[config.mk]
export PLATFORM = sky130hd
export DESIGN_NAME = m4v4_fmul
export DESIGN_NICKNAME = d
export VERILOG_FILES = /design/src/rtl/mat4_vec4_transform_assert.svh /design/src/rtl/m4v4_pkg.sv /design/src/rtl/m4v4_fmul.sv
export SDC_FILE = /design/constraint.sdc
export NUM_CORES = 2
export LEC_CHECK = 0
export BUFFER_PORTS_ARGS = -buffer_cell sky130_fd_sc_hd__buf_4
export CORE_MARGIN = 10
export CORE_UTILIZATION = 40
export CTS_CLUSTER_SIZE = 40
export DETAILED_ROUTE_END_ITERATION = 10
export GPL_ROUTABILITY_DRIVEN = 1
export MAX_ROUTING_LAYER = met4
export PLACE_DENSITY = 0.63
export SLEW_MARGIN = 5
export SYNTH_ARGS = -nofsm -noshare
export SYNTH_HDL_FRONTEND = slang
export SYNTH_SLANG_ARGS = --single-unit
[constraint.sdc]
create_clock -name clk_i -period 29.9 [get_ports clk_i]
set_input_delay 8.97 -clock clk_i [delete_from_list [all_inputs] [get_ports clk_i]]
set_output_delay 8.97 -clock clk_i [all_outputs]
set_load 0.02 [all_outputs]
[src/rtl/mat4_vec4_transform_assert.svh]
// Assertion macros for the mat4_vec4_transform block.
// Included by the top level, which checks its own pipeline control.
`ifndef MAT4_VEC4_TRANSFORM_ASSERT_SVH
`define MAT4_VEC4_TRANSFORM_ASSERT_SVH

// Same-cycle implication, checked out of reset.
`define M4V4_ASSERT_IMP(lbl, clk, rst_n, ante, cons) \
  lbl: assert property (@(posedge clk) disable iff (!rst_n) (ante) |-> (cons)) \
    else $error("m4v4 same-cycle check failed");

// Next-cycle implication, checked out of reset.
`define M4V4_ASSERT_NXT(lbl, clk, rst_n, ante, cons) \
  lbl: assert property (@(posedge clk) disable iff (!rst_n) (ante) |=> (cons)) \
    else $error("m4v4 next-cycle check failed");

`endif

[src/rtl/m4v4_pkg.sv]
// Shared constants, types and binary32 helpers for mat4_vec4_transform.
// No dependencies; imported by the multiplier, adder and top level.
`timescale 1ns / 1ps
package m4v4_pkg;

  localparam int unsigned NUM_PAIRS  = 8;
  localparam int unsigned NUM_STAGES = 8;
  localparam int unsigned CFG_IDX_W  = 4;

  localparam logic [31:0] CANON_NAN   = 32'h7FC0_0000;
  localparam logic [30:0] FP_INF_MAG  = 31'h7F80_0000;
  localparam logic [31:0] FP_ONE      = 32'h3F80_0000;

  // Identity matrix, two elements per register
  localparam logic [63:0] CFG_RESET [NUM_PAIRS] = '{
    {32'h0, FP_ONE}, 64'h0, {FP_ONE, 32'h0}, 64'h0,
    64'h0, {32'h0, FP_ONE}, 64'h0, {FP_ONE, 32'h0}
  };

  // Load enables of a two-stage arithmetic unit
  typedef struct packed {
    logic s_a;
    logic s_b;
  } stg_en_t;

  // Leading zero count of a 48-bit word (48 when zero)
  function automatic logic [5:0] lzc48(input logic [47:0] x);
    logic [5:0] n;
    n = 6'd48;
    for (int i = 0; i < 48; i++) begin
      if (x[i]) n = 6'(47 - i);
    end
    return n;
  endfunction

  // Round to nearest even and pack. m has its leading one at bit 47;
  // value = m / 2^47 * 2^(e - 127).
  function automatic logic [31:0] fp_round_pack(input logic sgn,
                                                input logic signed [11:0] e,
                                                input logic [47:0] m);
    logic [47:0] ext;
    logic        lost;
    logic [5:0]  sh;
    logic signed [11:0] shs;
    logic [23:0] keep;
    logic        g;
    logic        st;
    logic        inc;
    logic [7:0]  ef;
    logic [30:0] mag;
    ext  = m;
    lost = 1'b0;
    ef   = e[7:0];
    sh   = '0;
    shs  = '0;
    // Denormalize when below the normal range
    if (e < 12'sd1) begin
      shs = 12'sd1 - e;
      sh  = (shs > 12'sd47) ? 6'd47 : shs[5:0];
      lost = |(m & ((48'd1 << sh) - 48'd1));
      ext  = m >> sh;
      ef   = '0;
    end
    keep = ext[47:24];
    g    = ext[23];
    st   = (|ext[22:0]) | lost;
    inc  = g & (st | keep[0]);
    mag  = {ef, keep[22:0]} + {30'd0, inc};
    if (e > 12'sd254) return {sgn, FP_INF_MAG};
    return {sgn, mag};
  endfunction

endpackage

[src/rtl/m4v4_fmul.sv]
// Two-stage binary32 multiplier: significand product, then normalize and round.
// Depends on m4v4_pkg.
`timescale 1ns / 1ps
module m4v4_fmul import m4v4_pkg::*; (
  input  logic        clk_i,
  input  stg_en_t     en_i,
  input  logic [31:0] a_i,
  input  logic [31:0] b_i,
  output logic [31:0] p_o
);

  logic        a_nan, b_nan, a_inf, b_inf, a_zero, b_zero;
  logic [23:0] ma, mb;
  logic [7:0]  ea, eb;

  logic        sgn_q, nan_q, inf_q, zero_q;
  logic signed [11:0] esum_q;
  logic [47:0] prod_q;
  logic [31:0] p_q, p_d;
  logic [5:0]  lz;
  logic [47:0] norm;
  logic signed [11:0] e_norm;

  // Classify operands
  always_comb begin
    a_nan  = (a_i[30:23] == 8'hFF) && (a_i[22:0] != '0);
    b_nan  = (b_i[30:23] == 8'hFF) && (b_i[22:0] != '0);
    a_inf  = (a_i[30:23] == 8'hFF) && (a_i[22:0] == '0);
    b_inf  = (b_i[30:23] == 8'hFF) && (b_i[22:0] == '0);
    a_zero = (a_i[30:0] == '0);
    b_zero = (b_i[30:0] == '0);
    ea     = (a_i[30:23] == '0) ? 8'd1 : a_i[30:23];
    eb     = (b_i[30:23] == '0) ? 8'd1 : b_i[30:23];
    ma     = {a_i[30:23] != '0, a_i[22:0]};
    mb     = {b_i[30:23] != '0, b_i[22:0]};
  end

  // Stage A: significand product and exponent sum
  always_ff @(posedge clk_i) begin
    if (en_i.s_a) begin
      sgn_q  <= a_i[31] ^ b_i[31];
      nan_q  <= a_nan | b_nan | (a_inf & b_zero) | (b_inf & a_zero);
      inf_q  <= a_inf | b_inf;
      zero_q <= a_zero | b_zero;
      esum_q <= $signed({4'd0, ea}) + $signed({4'd0, eb}) - 12'sd127;
      prod_q <= ma * mb;
    end
  end

  // Stage B: normalize and round
  always_comb begin
    lz     = lzc48(prod_q);
    norm   = prod_q << lz;
    e_norm = esum_q + 12'sd1 - $signed({6'd0, lz});
    if (nan_q)       p_d = CANON_NAN;
    else if (inf_q)  p_d = {sgn_q, FP_INF_MAG};
    else if (zero_q) p_d = {sgn_q, 31'd0};
    else             p_d = fp_round_pack(sgn_q, e_norm, norm);
  end

  always_ff @(posedge clk_i) begin
    if (en_i.s_b) p_q <= p_d;
  end

  assign p_o = p_q;

endmodule

==> results_dict.tcl <==
set metrics [dict create \
    grt_pass1_vias 31926 \
    cts.sinks 94 \
    final_common_cell "nand2_1" \
    worstMarginPinSlew_ns 1.18 \
    fin_tns_setup_ns 0 \
    placed_cell_area_um2 35300 \
    rows 106 \
    synthTopCellsByArea "fa_1 (29%), edfxtp_1 (8.3%), ha_1 (7.7%), nand2_1 (6.5%), inv_1 (6.0%)" \
    ios 99 \
    grt_max_degree 63 \
    syn_nets 4926 \
    port_buffers 98 \
    yosys_warnings 0 \
    start_util 0.404 \
    path_max_fanout 25 \
    fin_crit_ns 16.68 \
    syn-instance-count 4167 \
    wl_per_cell_um 24.8 \
    required_ns 30.15 \
    period_share 0.558 \
    insertion_delay_ns 0.40 \
    final_area_um2 35600 \
    cap_violations 0 \
    finalSetupViolations 0 \
    drt_pass1_iterations 6 \
    synthMuxAreaShare 0.0269 \
    synth_top_cell_area_share 0.286 \
    clk_pin_slew_ns 0.09 \
    yosys.area.top_type "fa_1" \
    ys_types 116 \
    core_area_um2 83800 \
    clock-root-buffer "clkbuf_16" \
    cp.arrival_ns 16.93 \
    grt_use_total 0.265 \
    criticalPathCategory "input port to flip-flop" \
    ff2ff_setup_slack_ns 18.47 \
    synth_seq_cells 94 \
    gp_congestion 1.02 \
    vias_per_cell 6.22 \
    routed_wl_mm 129 \
    rsz0062_at_grt "false" \
    syn_area_per_cell_um2 8.13 \
    synth-simple-area-share 0.214 \
    status "complete, no violations" \
    synth-compound-area-share 0.200 \
    whs_ns 0.561 \
    die_x_um 311 \
    synthArstFlopShare 0 \
    grt_overflow 0 \
    drt-initial-drc-count 3654 \
    ant_nets 0 \
    nFillCells 8669 \
    syn_to_final_growth_pct 5.10 \
    antenna_found_initial 1 \
    fin_nets 4810 \
    hold_buffers 0 \
    cts_tree "done" \
    cts.repair.resized 0 \
    ys_seq_area_frac 0.0834 \
    hold_class "flip-flop to flip-flop" \
    final_hold_viol_count 0 \
    cts_buffers 9 \
    endpoint_kind "flip-flop" \
    synth_enable_flop_cells 94 \
    drc 0 \
    ctsLongestPathBuffers 2 \
    drive_gt1_frac 0.0740 \
    die_area_um2 96700 \
    final-max-slew-violation-count 0 \
    h-tree-depth 3 \
    layout_common_cells "nand2_1 (588), inv_1 (537), fa_1 (484), and2_1 (213), ha_1 (208)" \
    slew_headroom 0.207 \
    syn-cell-area_um2 33900 \
    grt_pass1_wl_mm 197 \
    synthFlopType "edfxtp_1" \
    post-dp-hpwl_mm 97.9 \
    skew_ns 0.0203 \
    synthAdderAreaFrac 0.363 \
    vias 32289 \
    synth_top_family_by_area "adder cells" \
    fmax_mhz 60.0 \
    synthXorXnorAreaFrac 0.0176 \
    die_h_um 311 \
    startpoint_type "input port" \
    cts_setup_buffers 0 \
]
## critical path, stage by stage
cell	delay [ns]
buf_4	0.31
nand2_1	0.14
fa_1	0.54
inv_1	0.05
fa_1	0.47
fa_1	0.58
fa_1	0.46
fa_1	0.55
inv_1	0.05
fa_1	0.48
inv_1	0.06
fa_1	0.43
ha_1	0.35
a21o_1	0.20
a21oi_1	0.20
nor2b_1	0.07
a31oi_1	0.17
a21bo_2	0.26
o21ai_0	0.60
o21ai_0	0.35
a41oi_1	0.35
a21oi_1	0.15
a41oi_1	0.30
a21bo_2	0.19
a21oi_1	0.10
or4_1	0.41
nand3_1	0.10
## registers in the layout, indices dropped and copies added (netlist names)
register / count
prod_q: 48
p_o: 32
esum_q: 10
inf_q: 1
nan_q: 1
sgn_q: 1
zero_q: 1
## logic make-up (layout without fill, tap and decap cells)
family / count (synthesis) / count (layout)
multiplexers: 84 / 84
XOR/XNOR: 68 / 68
flip-flops: 94 / 94
AO/OA/AOI/OAI: 927 / 927
buffers and inverters: 822 / 711
AND/OR/NAND/NOR: 1480 / 1480
other: 0 / 1
adder cells (fa/ha/maj): 692 / 692
## layout make-up
cell class                 instances  area [um2]  area share
timing repair buffer             154        1160      0.0325
clock inverter                     7        80.1     0.00225
multi-input combinational       3251       27900       0.783
sequential                        94        2820      0.0793
clock buffer                       9         225     0.00633
inverter                         541        2030      0.0571
antenna                            1        2.50   0.0000703
tap                             1134        1420      0.0399
## synthesized netlist by cell type, types with 17 or more instances
| master | count |
|---|---|
| a211oi_1 | 77 |
| a21o_1 | 34 |
| a21oi_1 | 181 |
| a22oi_1 | 31 |
| a31oi_1 | 37 |
| and2_1 | 213 |
| and3_1 | 39 |
| buf_2 | 62 |
| clkbuf_1 | 196 |
| edfxtp_1 | 94 |
| fa_1 | 484 |
| ha_1 | 208 |
| inv_1 | 537 |
| mux2_2 | 17 |
| mux2i_1 | 57 |
| nand2_1 | 588 |
| nand2b_1 | 18 |
| nand3_1 | 107 |
| nand4_1 | 39 |
| nor2_1 | 196 |
| nor3_1 | 114 |
| nor4_1 | 37 |
| o211a_1 | 25 |
| o211ai_1 | 69 |
| o21a_1 | 20 |
| o21ai_0 | 118 |
| o21bai_1 | 18 |
| o221ai_1 | 20 |
| o31ai_1 | 27 |
| or2_2 | 20 |
| or3_1 | 17 |
| or4_1 | 17 |
| xnor2_1 | 51 |
| xor2_1 | 17 |
## per-layer routing
metal  global-route usage  wire length [um]  vias to the layer above
li1                     -                 -                    14093
met1                0.344             53100                    16036
met2                0.407             58000                     1825
met3               0.0394             11400                      335
met4                0.115              6240                        0
met5                    -                 0                        -
## path summary, 6_finish.rpt
path / end / depth (start not counted) / startpoint
max reg2reg: p_o[0] / 32 / prod_q[45]
min: p_o[31] / 1 / sgn_q
min reg2reg: p_o[31] / 1 / sgn_q
max: prod_q[47] / 27 / b_i[3]
## per-stage QoR
step	setup WS, ns	utilization	std cells
after floorplan	13.85	-	4167
after global placement	12.99	0.421	5174
after detailed placement	12.86	0.421	5174
after CTS	13.25	0.425	5190
after global routing	12.71	0.425	5191
final	13.22	0.425	5191
Power is not shown: default switching activity piles up to over one toggle a cycle in this logic, so the estimate is an artifact.
