[config.mk]
export PLATFORM = sky130hd
export DESIGN_NAME = m4v4_fadd
export DESIGN_NICKNAME = d
export VERILOG_FILES = /design/src/rtl/mat4_vec4_transform_assert.svh /design/src/rtl/m4v4_pkg.sv /design/src/rtl/m4v4_fadd.sv
export SDC_FILE = /design/constraint.sdc
export NUM_CORES = 1
export LEC_CHECK = 0
export ABC_AREA = 1
export BUFFER_PORTS_ARGS = -buffer_cell sky130_fd_sc_hd__buf_2
export CAP_MARGIN = 20
export CORE_MARGIN = 8
export CORE_UTILIZATION = 45
export CTS_CLUSTER_DIAMETER = 60
export DETAILED_ROUTE_END_ITERATION = 8
export GPL_TIMING_DRIVEN = 0
export PLACE_DENSITY_LB_ADDON = 0.2
export SYNTH_ARGS = -nofsm -noshare
export SYNTH_HDL_FRONTEND = slang
export SYNTH_SLANG_ARGS = --single-unit
[constraint.sdc]
create_clock -name clk_i -period 15.7 [get_ports clk_i]
set_input_delay 3.14 -clock clk_i [delete_from_list [all_inputs] [get_ports clk_i]]
set_output_delay 3.14 -clock clk_i [all_outputs]
set_load 0.01 [all_outputs]
[src/rtl/mat4_vec4_transform_assert.svh]
// Assertion macros for the mat4_vec4_transform block.
// Included by the top level, which checks its own pipeline control.
`ifndef MAT4_VEC4_TRANSFORM_ASSERT_SVH
`define MAT4_VEC4_TRANSFORM_ASSERT_SVH

// Same-cycle implication, checked out of reset.
`define M4V4_ASSERT_IMP(lbl, clk, rst_n, ante, cons) \
  lbl: assert property (@(posedge clk) disable iff (!rst_n) (ante) |-> (cons)) \
    else $error("m4v4 same-cycle check failed");

// Next-cycle implication, checked out of reset.
`define M4V4_ASSERT_NXT(lbl, clk, rst_n, ante, cons) \
  lbl: assert property (@(posedge clk) disable iff (!rst_n) (ante) |=> (cons)) \
    else $error("m4v4 next-cycle check failed");

`endif

[src/rtl/m4v4_pkg.sv]
// Shared constants, types and binary32 helpers for mat4_vec4_transform.
// No dependencies; imported by the multiplier, adder and top level.
`timescale 1ns / 1ps
package m4v4_pkg;

  localparam int unsigned NUM_PAIRS  = 8;
  localparam int unsigned NUM_STAGES = 8;
  localparam int unsigned CFG_IDX_W  = 4;

  localparam logic [31:0] CANON_NAN   = 32'h7FC0_0000;
  localparam logic [30:0] FP_INF_MAG  = 31'h7F80_0000;
  localparam logic [31:0] FP_ONE      = 32'h3F80_0000;

  // Identity matrix, two elements per register
  localparam logic [63:0] CFG_RESET [NUM_PAIRS] = '{
    {32'h0, FP_ONE}, 64'h0, {FP_ONE, 32'h0}, 64'h0,
    64'h0, {32'h0, FP_ONE}, 64'h0, {FP_ONE, 32'h0}
  };

  // Load enables of a two-stage arithmetic unit
  typedef struct packed {
    logic s_a;
    logic s_b;
  } stg_en_t;

  // Leading zero count of a 48-bit word (48 when zero)
  function automatic logic [5:0] lzc48(input logic [47:0] x);
    logic [5:0] n;
    n = 6'd48;
    for (int i = 0; i < 48; i++) begin
      if (x[i]) n = 6'(47 - i);
    end
    return n;
  endfunction

  // Round to nearest even and pack. m has its leading one at bit 47;
  // value = m / 2^47 * 2^(e - 127).
  function automatic logic [31:0] fp_round_pack(input logic sgn,
                                                input logic signed [11:0] e,
                                                input logic [47:0] m);
    logic [47:0] ext;
    logic        lost;
    logic [5:0]  sh;
    logic signed [11:0] shs;
    logic [23:0] keep;
    logic        g;
    logic        st;
    logic        inc;
    logic [7:0]  ef;
    logic [30:0] mag;
    ext  = m;
    lost = 1'b0;
    ef   = e[7:0];
    sh   = '0;
    shs  = '0;
    // Denormalize when below the normal range
    if (e < 12'sd1) begin
      shs = 12'sd1 - e;
      sh  = (shs > 12'sd47) ? 6'd47 : shs[5:0];
      lost = |(m & ((48'd1 << sh) - 48'd1));
      ext  = m >> sh;
      ef   = '0;
    end
    keep = ext[47:24];
    g    = ext[23];
    st   = (|ext[22:0]) | lost;
    inc  = g & (st | keep[0]);
    mag  = {ef, keep[22:0]} + {30'd0, inc};
    if (e > 12'sd254) return {sgn, FP_INF_MAG};
    return {sgn, mag};
  endfunction

endpackage

[src/rtl/m4v4_fadd.sv]
// Two-stage binary32 adder: align and add, then normalize and round.
// Depends on m4v4_pkg.
`timescale 1ns / 1ps
module m4v4_fadd import m4v4_pkg::*; (
  input  logic        clk_i,
  input  stg_en_t     en_i,
  input  logic [31:0] a_i,
  input  logic [31:0] b_i,
  output logic [31:0] s_o
);

  logic        a_nan, b_nan, a_inf, b_inf, swap;
  logic [31:0] big, sml;
  logic [7:0]  eb, es, d;
  logic [26:0] abig, bx, bsh;
  logic        lost;
  logic [27:0] sum_d;

  logic        sgn_q, zs_q, nan_q, inf_q, isgn_q;
  logic [7:0]  e_q;
  logic [27:0] sum_q;
  logic [31:0] s_q, s_d;
  logic [5:0]  lz;
  logic [47:0] norm;
  logic signed [11:0] e_norm;

  // Order by magnitude and align the smaller operand
  always_comb begin
    a_nan = (a_i[30:23] == 8'hFF) && (a_i[22:0] != '0);
    b_nan = (b_i[30:23] == 8'hFF) && (b_i[22:0] != '0);
    a_inf = (a_i[30:23] == 8'hFF) && (a_i[22:0] == '0);
    b_inf = (b_i[30:23] == 8'hFF) && (b_i[22:0] == '0);
    swap  = b_i[30:0] > a_i[30:0];
    big   = swap ? b_i : a_i;
    sml   = swap ? a_i : b_i;
    eb    = (big[30:23] == '0) ? 8'd1 : big[30:23];
    es    = (sml[30:23] == '0) ? 8'd1 : sml[30:23];
    d     = eb - es;
    abig  = {big[30:23] != '0, big[22:0], 3'b000};
    bx    = {sml[30:23] != '0, sml[22:0], 3'b000};
    if (d >= 8'd27) begin
      bsh  = {26'd0, |bx};
      lost = 1'b0;
    end else begin
      lost = |(bx & ((27'd1 << d) - 27'd1));
      bsh  = (bx >> d) | {26'd0, lost};
    end
    if (big[31] ^ sml[31]) sum_d = {1'b0, abig} - {1'b0, bsh};
    else                   sum_d = {1'b0, abig} + {1'b0, bsh};
  end

  // Stage A: raw sum
  always_ff @(posedge clk_i) begin
    if (en_i.s_a) begin
      sgn_q  <= big[31];
      zs_q   <= a_i[31] & b_i[31];
      nan_q  <= a_nan | b_nan | (a_inf & b_inf & (a_i[31] ^ b_i[31]));
      inf_q  <= a_inf | b_inf;
      isgn_q <= a_inf ? a_i[31] : b_i[31];
      e_q    <= eb;
      sum_q  <= sum_d;
    end
  end

  // Stage B: normalize and round
  always_comb begin
    lz     = lzc48({sum_q, 20'd0});
    norm   = {sum_q, 20'd0} << lz;
    e_norm = $signed({4'd0, e_q}) + 12'sd1 - $signed({6'd0, lz});
    if (nan_q)               s_d = CANON_NAN;
    else if (inf_q)          s_d = {isgn_q, FP_INF_MAG};
    else if (sum_q == '0)    s_d = {zs_q, 31'd0};
    else                     s_d = fp_round_pack(sgn_q, e_norm, norm);
  end

  always_ff @(posedge clk_i) begin
    if (en_i.s_b) s_q <= s_d;
  end

  assign s_o = s_q;

endmodule

==> key figures <==
Yosys
  – Synth Area in Compound Gates: 0.162
  – Ranking of synthesized cells by area: nand2_1 (17%), edfxtp_1 (14%), nand3_1 (14%), ha_1 (8.7%), inv_1 (7.8%)
  – Post-Synth Simple-Gate Area: 0.457
  – Synth Area per Inst: roughly 5.7 µm²
  – Post-synthesis adder-cell area fraction: 0.0906
  – Netlist cell types: between 70 and 80
  – Largest family of logic cells by synthesized area: simple AND/OR/NAND/NOR gates
  – EDFF count, synth: 73
  – Cells after Synth: 2724
  – Sequential fraction of the synthesis area: 0.141
  – Xor/xnor share of the synthesized area: 0.0242
  – Mapped Area: approximately 16000 µm²
  – Ys async rst share: 0
  – Synth warn: 0
  – Post-synth top area share: 0.169
  – Most common cell in the netlist: nand2_1
  – Synth top cells by count: nand2_1 (701), nand3_1 (433), inv_1 (323), nor2_1 (259), o21ai_0 (162)
  – Post-Syn Nets: 2902
  – Post-synthesis mux area share: 0.00650
  – Top FF cell, synth: edfxtp_1
  – Number of synthesized register bits: 73
  – Yosys top cell by area: nand2_1

Floorplan
  – Initial Util: 0.454
  – Num ports: 99
  – DIE AREA: 40800 µm²
  – Die Height: 202 µm
  – Core Area: 34300 µm²
  – Die W: 202 µm
  – Row cnt: 68

STA
  – Pins Over Slew Limit: 0
  – TNS Setup: 0 ns
  – Crit share post-route: 0.869
  – F_max: 73.3 MHz
  – Worst slew pin tran: 1.02 ns
  – Hold Fails Final Rpt: 0
  – Max_slew headroom: 0.315
  – RSZ-0062 raised after global routing: no
  – Setup-failing EPs final: 0
  – Minimum clock period: about 14 ns
  – Clock Skew: between 0.015 and 0.02 ns

Route
  – DRC: 0
  – Avg Vias per Cell: approximately 5.9
  – Vias: ~19000
  – DRT antenna net count: 0
  – Final wirelength: between 60000 and 70000 µm
  – TritonRoute pass-1 iters: 6
  – Drt wl/cell: 20.1 µm
  – DR iter-0 viols: 1751

CTS
  – Cells resized by post-CTS repair: 0
  – H-tree levels: 3
  – CTS tree: done
  – Post-CTS setup buffers: 0
  – Sink Count: 73
  – Clock-pin slew on the worst setup and hold paths: 0.06 ns
  – CTS Root Cell: clkbuf_16
  – Clock buffer depth: 2
  – Num CTS Buffers: 9
  – Cts hold-fix bufs: 0
  – Clock Latency Late Sink: between 0.3 and 0.4 ns

Hold path
  – Min-delay worst type: reg2reg
  – Hold path depth: 2

Power and ir drop
  – VDD IR max: 0.0912 mV
  – Pleak: 8.27 nW
  – Clk pwr share: 0.066
  – PwrDens: 176 nW/µm²
  – Sequential Power Share: 0.100
  – Int Power: 0.00107 W
  – Sw frac: 0.639
  – Final Power: 0.00297 W
  – Net Sw Power: 0.00190 W
  – Comb power frac: 0.834

Run
  – Total of max-cap violations: 0

Final layout
  – Area growth syn-to-layout: 8.56%
  – Nets: 3011
  – Fin cells: approximately 3300
  – Share of cells above drive strength 1: 0.0980
  – Filler instances: roughly 3800

Setup path
  – R2r setup slk: 6.24 ns
  – Worst EP required: 15.78 ns
  – Critical path arrival: between 10 and 15 ns
  – CP startpoint kind: primary input
  – Slowest stage cell, crit path: a2111oi_0
  – Crit. End Element: flop
  – Crit-path most repeated cell: a21oi_1
  – Critical path class: in2reg
  – Crit path capture: sum_q[26]
  – R2r startpoint: sum_q[23]
  – Reg2reg end: s_o[22]
  – Path depth of the worst reg2reg path: 40
  – CP Launch Point: a_i[4]
  – CP max FO: 10
  – Worst path max stage delay: 0.55 ns

Global routing
  – Vias in the first global route: 18200
  – Congestion Overflow GR: 0
  – First-pass GRT wire length: about 100000 µm
  – Total Routing Usage GR: 0.312
  – Largest net degree at the start of global routing: 42
  – Initial antenna violation count: 0

Place
  – Global placement routability congestion: 1.03
  – Placed Instances: approximately 3300
  – # port buffers: 98
  – DP HPWL: around 56000 µm

Status
  – Status: complete, no violations
[final cells by class]
cell class | count | area [µm²] | area share
sequential | 73 | 2190 | 0.130
antenna | 1 | 2.50 | 0.000148
clock inverter | 6 | 42.5 | 0.00251
timing repair buffer | 98 | 490 | 0.0290
multi-input combinational | 2187 | 11500 | 0.681
inverter | 355 | 1340 | 0.0789
clock buffer | 10 | 229 | 0.0135
buffer | 109 | 528 | 0.0312
tap | 455 | 569 | 0.0337
[metal layers]
metal | wire, µm | global-route usage
met5 | 0 | 0
met1 | 27100 | 0.377
met2 | 30700 | 0.527
met4 | 4290 | 0.188
met3 | 4040 | 0.0335
[registers in the layout, indices dropped and copies added (netlist names)]
signal,count
inf_q,1
isgn_q,1
s_o,32
nan_q,1
e_q,8
sgn_q,1
zs_q,1
sum_q,28
[power by group through the flow]
stage | combinational (W) | sequential [W] | clock [W]
2_1_floorplan | 0.00168 | 0.000295 | 0
3_3_place_gp | 0.00240 | 0.000299 | 0
3_5_place_dp | 0.00240 | 0.000301 | 0
4_1_cts | 0.00241 | 0.000297 | 0.000200
5_1_grt | 0.00270 | 0.000302 | 0.000205
6_report | 0.00248 | 0.000297 | 0.000197
[metrics by stage]
step | instance area, µm² | hold slack (ns) | utilization | worst slack [ns]
floorplan | 15600 | 0.519 | - | 4.17
global placement | 16600 | 0.547 | 0.485 | 1.92
detailed placement | 16600 | 0.550 | 0.485 | 1.94
CTS | 16900 | 0.564 | 0.493 | 2.28
global route | 16900 | 0.591 | 0.493 | 1.17
finish | 16900 | 0.561 | 0.493 | 2.06
[cells by family after synthesis]
kind of cell	after synthesis
simple gates	1588
buf+inv	464
compound gates	438
fa+ha+maj	111
flops	73
xor+xnor	40
mux	10
[placed cells by master, fill, tap and decap left out, types with 5 or more instances in the layout]
master,n
nor2_1,259
nand3_2,6
edfxtp_1,73
mux2i_1,9
nand4_1,60
o21ai_0,162
a221oi_1,5
nor2_4,9
o21ai_1,30
nor2_2,16
o21a_1,13
a22oi_1,5
ha_1,108
o31ai_1,8
o22ai_1,31
buf_1,11
buf_4,7
nand2_1,701
a31oi_1,12
o21bai_1,10
or2_2,10
nand3_1,433
inv_2,27
and2_1,5
buf_2,135
xnor2_1,7
o211ai_1,10
a211oi_1,6
buf_6,5
nand2_4,6
nand2_2,17
a21oi_1,117
nor4_1,14
nor3_1,35
inv_1,323
clkbuf_1,48
clkbuf_16,9
xor2_1,31
[worst min path at each step]
| stage | from | end |
|---|---|---|
| final | nan_q | s_o[22] |
| after CTS | nan_q | s_o[22] |
| after global routing | nan_q | s_o[22] |
| after floorplan | nan_q | s_o[22] |
| after global placement | nan_q | s_o[22] |
| after detailed placement | nan_q | s_o[22] |
[critical path: cells and delay by family]
family	cells	cell delay [ns]
AO/OA/AOI/OAI	27	4.76
adder cells (fa/ha/maj)	4	1.24
buffers and inverters	15	2.61
AND/OR/NAND/NOR	16	1.68
XOR/XNOR	2	0.28
Note: power is estimated with default switching activity, not from simulation.
